<file path="src/tuvm_pkg.sv">
// ----------------------------------------------------------------------------
// tuvm_pkg
// Shared types, constants and helpers for the texture coordinate mapper.
// ----------------------------------------------------------------------------
package tuvm_pkg;

    localparam int DATA_W           = 20;
    localparam int GUARD_BITS       = 12;
    localparam int SQ_W             = 64;
    localparam int SQRT_STEPS       = 32;
    localparam int ROOT_W           = 33;
    localparam int ANG_W            = 36;
    localparam int TBL_SIZE         = 30;
    localparam int WIDE_W           = 40;
    localparam int FRAC_BITS_DEF    = 16;
    localparam int CORDIC_STEPS_DEF = 18;

    localparam logic signed [ANG_W-1:0] PI_Q30     = 36'sd3373259426;
    localparam logic [30:0]             INV_PI_Q32 = 31'd1367130551;

    typedef enum logic [1:0] {
        MODE_SPHERE   = 2'd0,
        MODE_PLANE    = 2'd1,
        MODE_CYLINDER = 2'd2,
        MODE_CUBE     = 2'd3
    } map_mode_t;

    // payload carried down the root chain
    typedef struct packed {
        logic                     sphere;
        logic                     cordic;
        logic signed [DATA_W-1:0] u_alt;
        logic signed [DATA_W-1:0] v_alt;
        logic signed [DATA_W-1:0] x;
        logic signed [DATA_W-1:0] y;
        logic signed [DATA_W-1:0] z;
    } tag_t;

    // payload carried down the rotator chain
    typedef struct packed {
        logic                     sphere;
        logic                     cordic;
        logic                     zero_u;
        logic                     zero_v;
        logic signed [DATA_W-1:0] u_alt;
        logic signed [DATA_W-1:0] v_alt;
    } ctag_t;

    typedef struct packed {
        logic signed [ANG_W-1:0] x;
        logic signed [ANG_W-1:0] y;
        logic signed [ANG_W-1:0] a;
    } lane_t;

    // arctan(2^-idx) in Q30 radians
    function automatic logic signed [ANG_W-1:0] atan_entry(input int idx);
        logic signed [ANG_W-1:0] r;
        case (idx)
            0:       r = 36'sd843314857;
            1:       r = 36'sd497837829;
            2:       r = 36'sd263043837;
            3:       r = 36'sd133525159;
            4:       r = 36'sd67021687;
            5:       r = 36'sd33543516;
            6:       r = 36'sd16775851;
            7:       r = 36'sd8388437;
            8:       r = 36'sd4194283;
            9:       r = 36'sd2097149;
            default: r = ANG_W'(64'd1 << (30 - idx));
        endcase
        return r;
    endfunction

    function automatic logic signed [DATA_W-1:0] sat20(input logic signed [WIDE_W-1:0] v);
        logic signed [DATA_W-1:0] r;
        if (v > 40'sd524287)
            r = 20'sh7FFFF;
        else if (v < -40'sd524288)
            r = 20'sh80000;
        else
            r = v[DATA_W-1:0];
        return r;
    endfunction

endpackage

</file>
<file path="src/tuvm_cordic_cell.sv">
// ----------------------------------------------------------------------------
// tuvm_cordic_cell
// One vectoring micro-rotation for both the u and the v angle lanes.
// ----------------------------------------------------------------------------
module tuvm_cordic_cell #(
    parameter int IDX = 0
) (
    input  logic            clk,
    input  logic            rst_n,
    input  logic            en,
    input  logic            in_valid,
    input  tuvm_pkg::ctag_t in_tag,
    input  tuvm_pkg::lane_t in_u,
    input  tuvm_pkg::lane_t in_v,
    output logic            out_valid,
    output tuvm_pkg::ctag_t out_tag,
    output tuvm_pkg::lane_t out_u,
    output tuvm_pkg::lane_t out_v
);
    import tuvm_pkg::*;

    localparam logic signed [ANG_W-1:0] ANG = atan_entry(IDX);

    function automatic lane_t rotate(input lane_t l);
        lane_t r;
        if (!l.y[ANG_W-1])
        begin
            r.x = l.x + (l.y >>> IDX);
            r.y = l.y - (l.x >>> IDX);
            r.a = l.a + ANG;
        end
        else
        begin
            r.x = l.x - (l.y >>> IDX);
            r.y = l.y + (l.x >>> IDX);
            r.a = l.a - ANG;
        end
        return r;
    endfunction

    logic  valid_reg;
    ctag_t tag_reg;
    lane_t u_reg;
    lane_t v_reg;

    always_ff @(posedge clk or negedge rst_n)
    begin
        if (!rst_n)
            valid_reg <= 1'b0;
        else if (en)
            valid_reg <= in_valid;
    end

    always_ff @(posedge clk)
    begin
        if (en)
        begin
            tag_reg <= in_tag;
            u_reg   <= rotate(in_u);
            v_reg   <= rotate(in_v);
        end
    end

    assign out_valid = valid_reg;
    assign out_tag   = tag_reg;
    assign out_u     = u_reg;
    assign out_v     = v_reg;

endmodule

</file>
<file path="config.mk">
export PLATFORM = sky130hd
export DESIGN_NAME = tuvm_cordic_cell
export DESIGN_NICKNAME = d
export VERILOG_FILES = /design/src/tuvm_pkg.sv /design/src/tuvm_cordic_cell.sv
export SDC_FILE = /design/constraint.sdc
export NUM_CORES = 1
export LEC_CHECK = 0
export ABC_AREA = 1
export BUFFER_PORTS_ARGS = -buffer_cell sky130_fd_sc_hd__buf_2
export CAP_MARGIN = 20
export CORE_AREA = 2 2 233 350
export DETAILED_ROUTE_END_ITERATION = 12
export DIE_AREA = 0 0 235 352
export SYNTH_ARGS = -nofsm -noshare
export SYNTH_HDL_FRONTEND = slang
export SYNTH_SLANG_ARGS = --single-unit
export TNS_END_PERCENT = 1
</file>
<file path="constraint.sdc">
create_clock -name clk -period 0.8 [get_ports clk]
set_input_delay 0.24 -clock clk [delete_from_list [all_inputs] [get_ports clk]]
set_output_delay 0.24 -clock clk [all_outputs]
set_load 0.01 [all_outputs]
</file>
## After elaboration in Yosys (flattened, before gate mapping)

Index checks and enable logic that the tools add are counted.

| word-level totals | value |
|---|---|
| bits in registers | 261 |
| output and inout port bits | 261 |

| operators by class | value |
|---|---|
| add/subtract/negate cells | 10 |
| muxes and demuxes | 2 |

Operators by type and width:

| cell | number |
|---|---|
| $mux 108 | 2 |
| $sub 36x36->36 | 4 |
| $add 36x31->36 const B | 2 |
| $add 36x36->36 | 2 |
| $sub 36x31->36 const B | 2 |

## Longest topological paths before layout

| depth | value |
|---|---|
| depth in word-level cells | 2 |
| gate-level depth with buffers | 18 |

## Worst setup path before layout

OpenSTA, ideal clock, no wires.

| timing path | value |
|---|---|
| path kind | input-to-reg |
| from | in in_u[71] in the netlist's numbering |
| to | reg u_reg, in the netlist out_u[26], data pin |
| path slack | -1.842 ns |
| arrival time | 2.389 ns |
| path buffers | 3 |
| setup time | 0.252 ns |
| required time | 0.548 ns |
| stages | 15 |
| path through | clkbuf_1 -> inv_1 -> clkbuf_1 -> buf_2 -> ha_1 -> a21oi_1 -> o21ai_2 -> a21oi_1 -> o21ai_2 -> nand2_1 -> nand2_1 -> nand2_1 -> nand2_1 -> nand2_1 -> nand2_1 |

| on the way | value |
|---|---|
| cells in the longest elaborated chain, start to end | 1 |

RTL lines:

| item | RTL line | text |
|---|---|---|
| start, declared | tuvm_cordic_cell.sv:13 | `input tuvm_pkg::lane_t in_u,` |
| $mux 108 | tuvm_cordic_cell.sv:26 | `if (!l.y[ANG_W-1])` |
| end signal, assigned | tuvm_cordic_cell.sv:59 | `u_reg <= rotate(in_u);` |
| end, declared | tuvm_cordic_cell.sv:43 | `lane_t u_reg;` |

No other way between the ends.
A chain may end at the register's enable or synchronous reset.

## Worst setup path after layout

| timing path | value |
|---|---|
| from | reg u_reg, in the netlist out_u[105] |
| to | out out_u[105] in the netlist's numbering |

RTL lines:

| item | RTL line | text |
|---|---|---|
| end, declared | tuvm_cordic_cell.sv:17 | `output tuvm_pkg::lane_t out_u,` |

No word-level cell between the ends.

==> results.sh <==
export IMPL_outcome="finished with violations"
export IMPL_violations="setup timing"
export IMPL_final_seq_area_mm2=0.00777
export IMPL_worstPathRequired_ns=0.56
export IMPL_fillers=7280
export IMPL_grt_pass1_wl_mm=198
export IMPL_cts_root_buf="clkbuf_16"
export IMPL_vias_per_cell=5.07
export IMPL_syn_inst=4115
export IMPL_drv_cap=0
export IMPL_final_cell_mix="1,088 x buf_4, 890 x nand2_1, 472 x buf_2, 457 x inv_1, 276 x nand3_1"
export IMPL_stdcell_count=6858
export IMPL_startpoint_type="flip-flop"
export IMPL_cts_sinks=259
export IMPL_ir_drop_v=0.00184
export IMPL_drc=0
export IMPL_clkPwrFrac_pct=21.9
export IMPL_synth_flop_cell="edfxtp_1"
export IMPL_numPortBuffers=524
export IMPL_synth_seq_area_share_pct=28.1
export IMPL_netlist_area_mm2=0.0276
export IMPL_hold_path_class="input port to flip-flop"
export IMPL_switching_share_pct=39.8
export IMPL_hold_ws_ns=0.0155
export IMPL_gp_congestion=1.05
export IMPL_drt_iter0_drc=1882
export IMPL_synth_edff_count=258
export IMPL_ys_warn_count=0
export IMPL_core_mm2=0.0796
export IMPL_yosysTopAreaCell="edfxtp_1"
export IMPL_p_int_mw=40.8
export IMPL_wirelength_mm=139
export IMPL_setup_ws_ns=-0.833
export IMPL_grt_pass1_vias=34600
export IMPL_multi_input_area_mm2=0.0224
export IMPL_timing_fmax_ghz=0.612
export IMPL_p_seq_share_pct=26.9
export IMPL_yosys_top_cells_area="edfxtp_1 28%, nand2_1 16%, ha_1 13%, inv_1 7.8%, a21oi_1 6.4%"
export IMPL_pre_cts_slack_ns=-1.91
export IMPL_setup_worst_path_class="flip-flop to output pin"
export IMPL_vias=34800
export IMPL_crit_family="flip-flops"
export IMPL_ys_seq_elements=259
export IMPL_grt_usage_pct=31.5
export IMPL_clockBufferDepth=3
export IMPL_min_period_over_period_pct=204
export IMPL_synth_top_area_share_pct=28.0
export IMPL_dp_cells=6647
export IMPL_clkTransAtPathRegs_ns=0.07
export IMPL_final_common_cell="buf_4"
export IMPL_path_cells="buf_2"
export IMPL_h_tree_depth=1
export IMPL_rows=127
export IMPL_start_util_pct=34.7
export IMPL_power_mw=67.8
export IMPL_ios=525
export IMPL_power_switching_mw=27.0
export IMPL_power_density_mw_per_mm2=1430
export IMPL_antenna_found_initial=5
export IMPL_maxSlewViolCount=0
export IMPL_cp_arrival_ns=1.39
export IMPL_grt_max_degree=74
export IMPL_path_buf_inv=1
export IMPL_insertion_delay_ns=0.62
export IMPL_place_detailed_hpwl_mm=114
export IMPL_synthDistinctLibCells=50
export IMPL_grt_overflow_total=0
export IMPL_slowest_delay_ns=0.54
export IMPL_setup_viol=470
export IMPL_comb_power_share_pct=51.2
export IMPL_finalHoldViolCount=0
export IMPL_wl_per_cell_um=20.2
export IMPL_finClkSkew_ns=0
export IMPL_crit_slowest_cell="edfxtp_1"
export IMPL_fp_dieH_um=352
export IMPL_die_w_um=235
export IMPL_min_period_ns=1.63
export IMPL_dr_pass1_iters=6
export IMPL_area_growth_pct=71.6
export IMPL_slew_headroom_pct=67.1
export IMPL_end_kind="output pin"
export IMPL_numCtsBuffers=30
export IMPL_worst_pin_slew_ns=0.494
export IMPL_cts_tree="yes"
export IMPL_nNetsFinal=6351
export IMPL_ys_async_sr_fraction_pct=0.386
export IMPL_rsz0062_at_grt="true"
export IMPL_drive_gt1_share_pct=49.1
export IMPL_p_leak_nw=23.0
export IMPL_synth_fp_nets=4673
export IMPL_ant_nets=0
export IMPL_synth_avg_cell_area_um2=6.71
export IMPL_cp_max_fo=2
export IMPL_die_area_mm2=0.0827
==> stage by stage <==
step                      setup TNS (ns)  util, %  cell area (µm²)
after floorplan                  -220.30        -            28100
after global placement           -398.60     49.7            39600
after detailed placement         -398.73     49.7            39600
after CTS                        -298.90     54.5            43400
after global routing             -317.33     59.5            47400
final                            -293.72     59.6            47400
==> final timing paths <==
check                                      start                    end  slack [ns]  depth (start not counted)
setup / recovery            out_u[105]$_DFFE_PP_             out_u[105]       -0.83                          1
hold / removal                          in_v[72]    out_v[72]$_DFFE_PP_        0.02                          3
setup reg to reg           out_valid$_DFFE_PN0P_  out_valid$_DFFE_PN0P_        0.05                          1
hold reg to reg            out_valid$_DFFE_PN0P_  out_valid$_DFFE_PN0P_        0.52                          1
max in group asynchronous                  rst_n  out_valid$_DFFE_PN0P_        0.24                          3
min in group asynchronous                  rst_n  out_valid$_DFFE_PN0P_        0.46                          3
==> power by group through the flow <==
| stage | clock, mW | sequential (mW) | combinational, mW |
|---|---|---|---|
| after CTS | 15.2 | 18.2 | 30.6 |
| after detailed placement | 0 | 18.4 | 28.1 |
| after global routing | 15.6 | 18.3 | 37.1 |
| after global placement | 0 | 18.4 | 28.0 |
| final | 14.9 | 18.2 | 34.7 |
| after floorplan | 0 | 19.2 | 11.9 |
==> timing repair <==
item | in CTS | in global routing
setup buffers | 11 | 89
endpoints found under the hold margin | 48 | 0
setup endpoints to repair | 469 | 469
gates resized for setup | 615 | 939
hold buffers | 49 | 0
pin swaps | 83 | 287
==> flip-flops by register name (all words and copies together), names as in the netlist <==
| register | flops |
|---|---|
| out_u | 107 |
| out_v | 107 |
| out_tag | 44 |
| out_valid | 1 |
==> tightest hold or removal path, cell delays in order <==
cell,delay [ns]
buf_6,0.10
ha_4,0.12
inv_1,0.03
==> per-layer routing <==
| metal | share of wire [%] | global-route usage, % |
|---|---|---|
| met1 | 34 | 30.6 |
| met2 | 52 | 59.9 |
| met3 | 5.1 | 3.79 |
| met4 | 9.4 | 24.4 |
| met5 | 0 | 0 |
==> area by class of cell <==
class,count,area share (%)
tap,1032,2.72
timing repair buffer,1741,26.8
sequential,259,16.4
inverter,582,4.76
multi-input combinational,3179,47.2
clock buffer,33,1.61
antenna,9,0.0475
clock inverter,23,0.541
==> Yosys cell counts (all sizes together), types with 2 or more instances <==
cell / n
a21boi: 10
fa: 8
nor4: 8
nand4: 20
or2: 13
o31ai: 8
o22ai: 16
nor3b: 2
nor3: 56
edfxtp: 258
o21a: 9
a21o: 24
nand2: 1188
inv: 582
xnor2: 19
nor2: 400
xor2: 86
a31oi: 9
nand3b: 2
o21bai: 33
buf: 80
clkbuf: 15
ha: 286
o21ai: 253
a21oi: 360
o211ai: 9
nand3: 353
and2: 3
==> cell families (layout without fill, tap and decap cells) <==
group / Yosys count / count (layout) / synth area share (%)
compound gates: 733 / 733 / 14.4
xor+xnor: 105 / 105 / 3.33
fa+ha+maj: 294 / 294 / 13.5
buf+inv: 677 / 2379 / 9.98
flops: 259 / 259 / 28.1
mux: 1 / 1 / 0.0408
other cells: 0 / 9 / 0
simple gates: 2046 / 2046 / 30.6
Note: power is estimated with default switching activity, not from simulation.
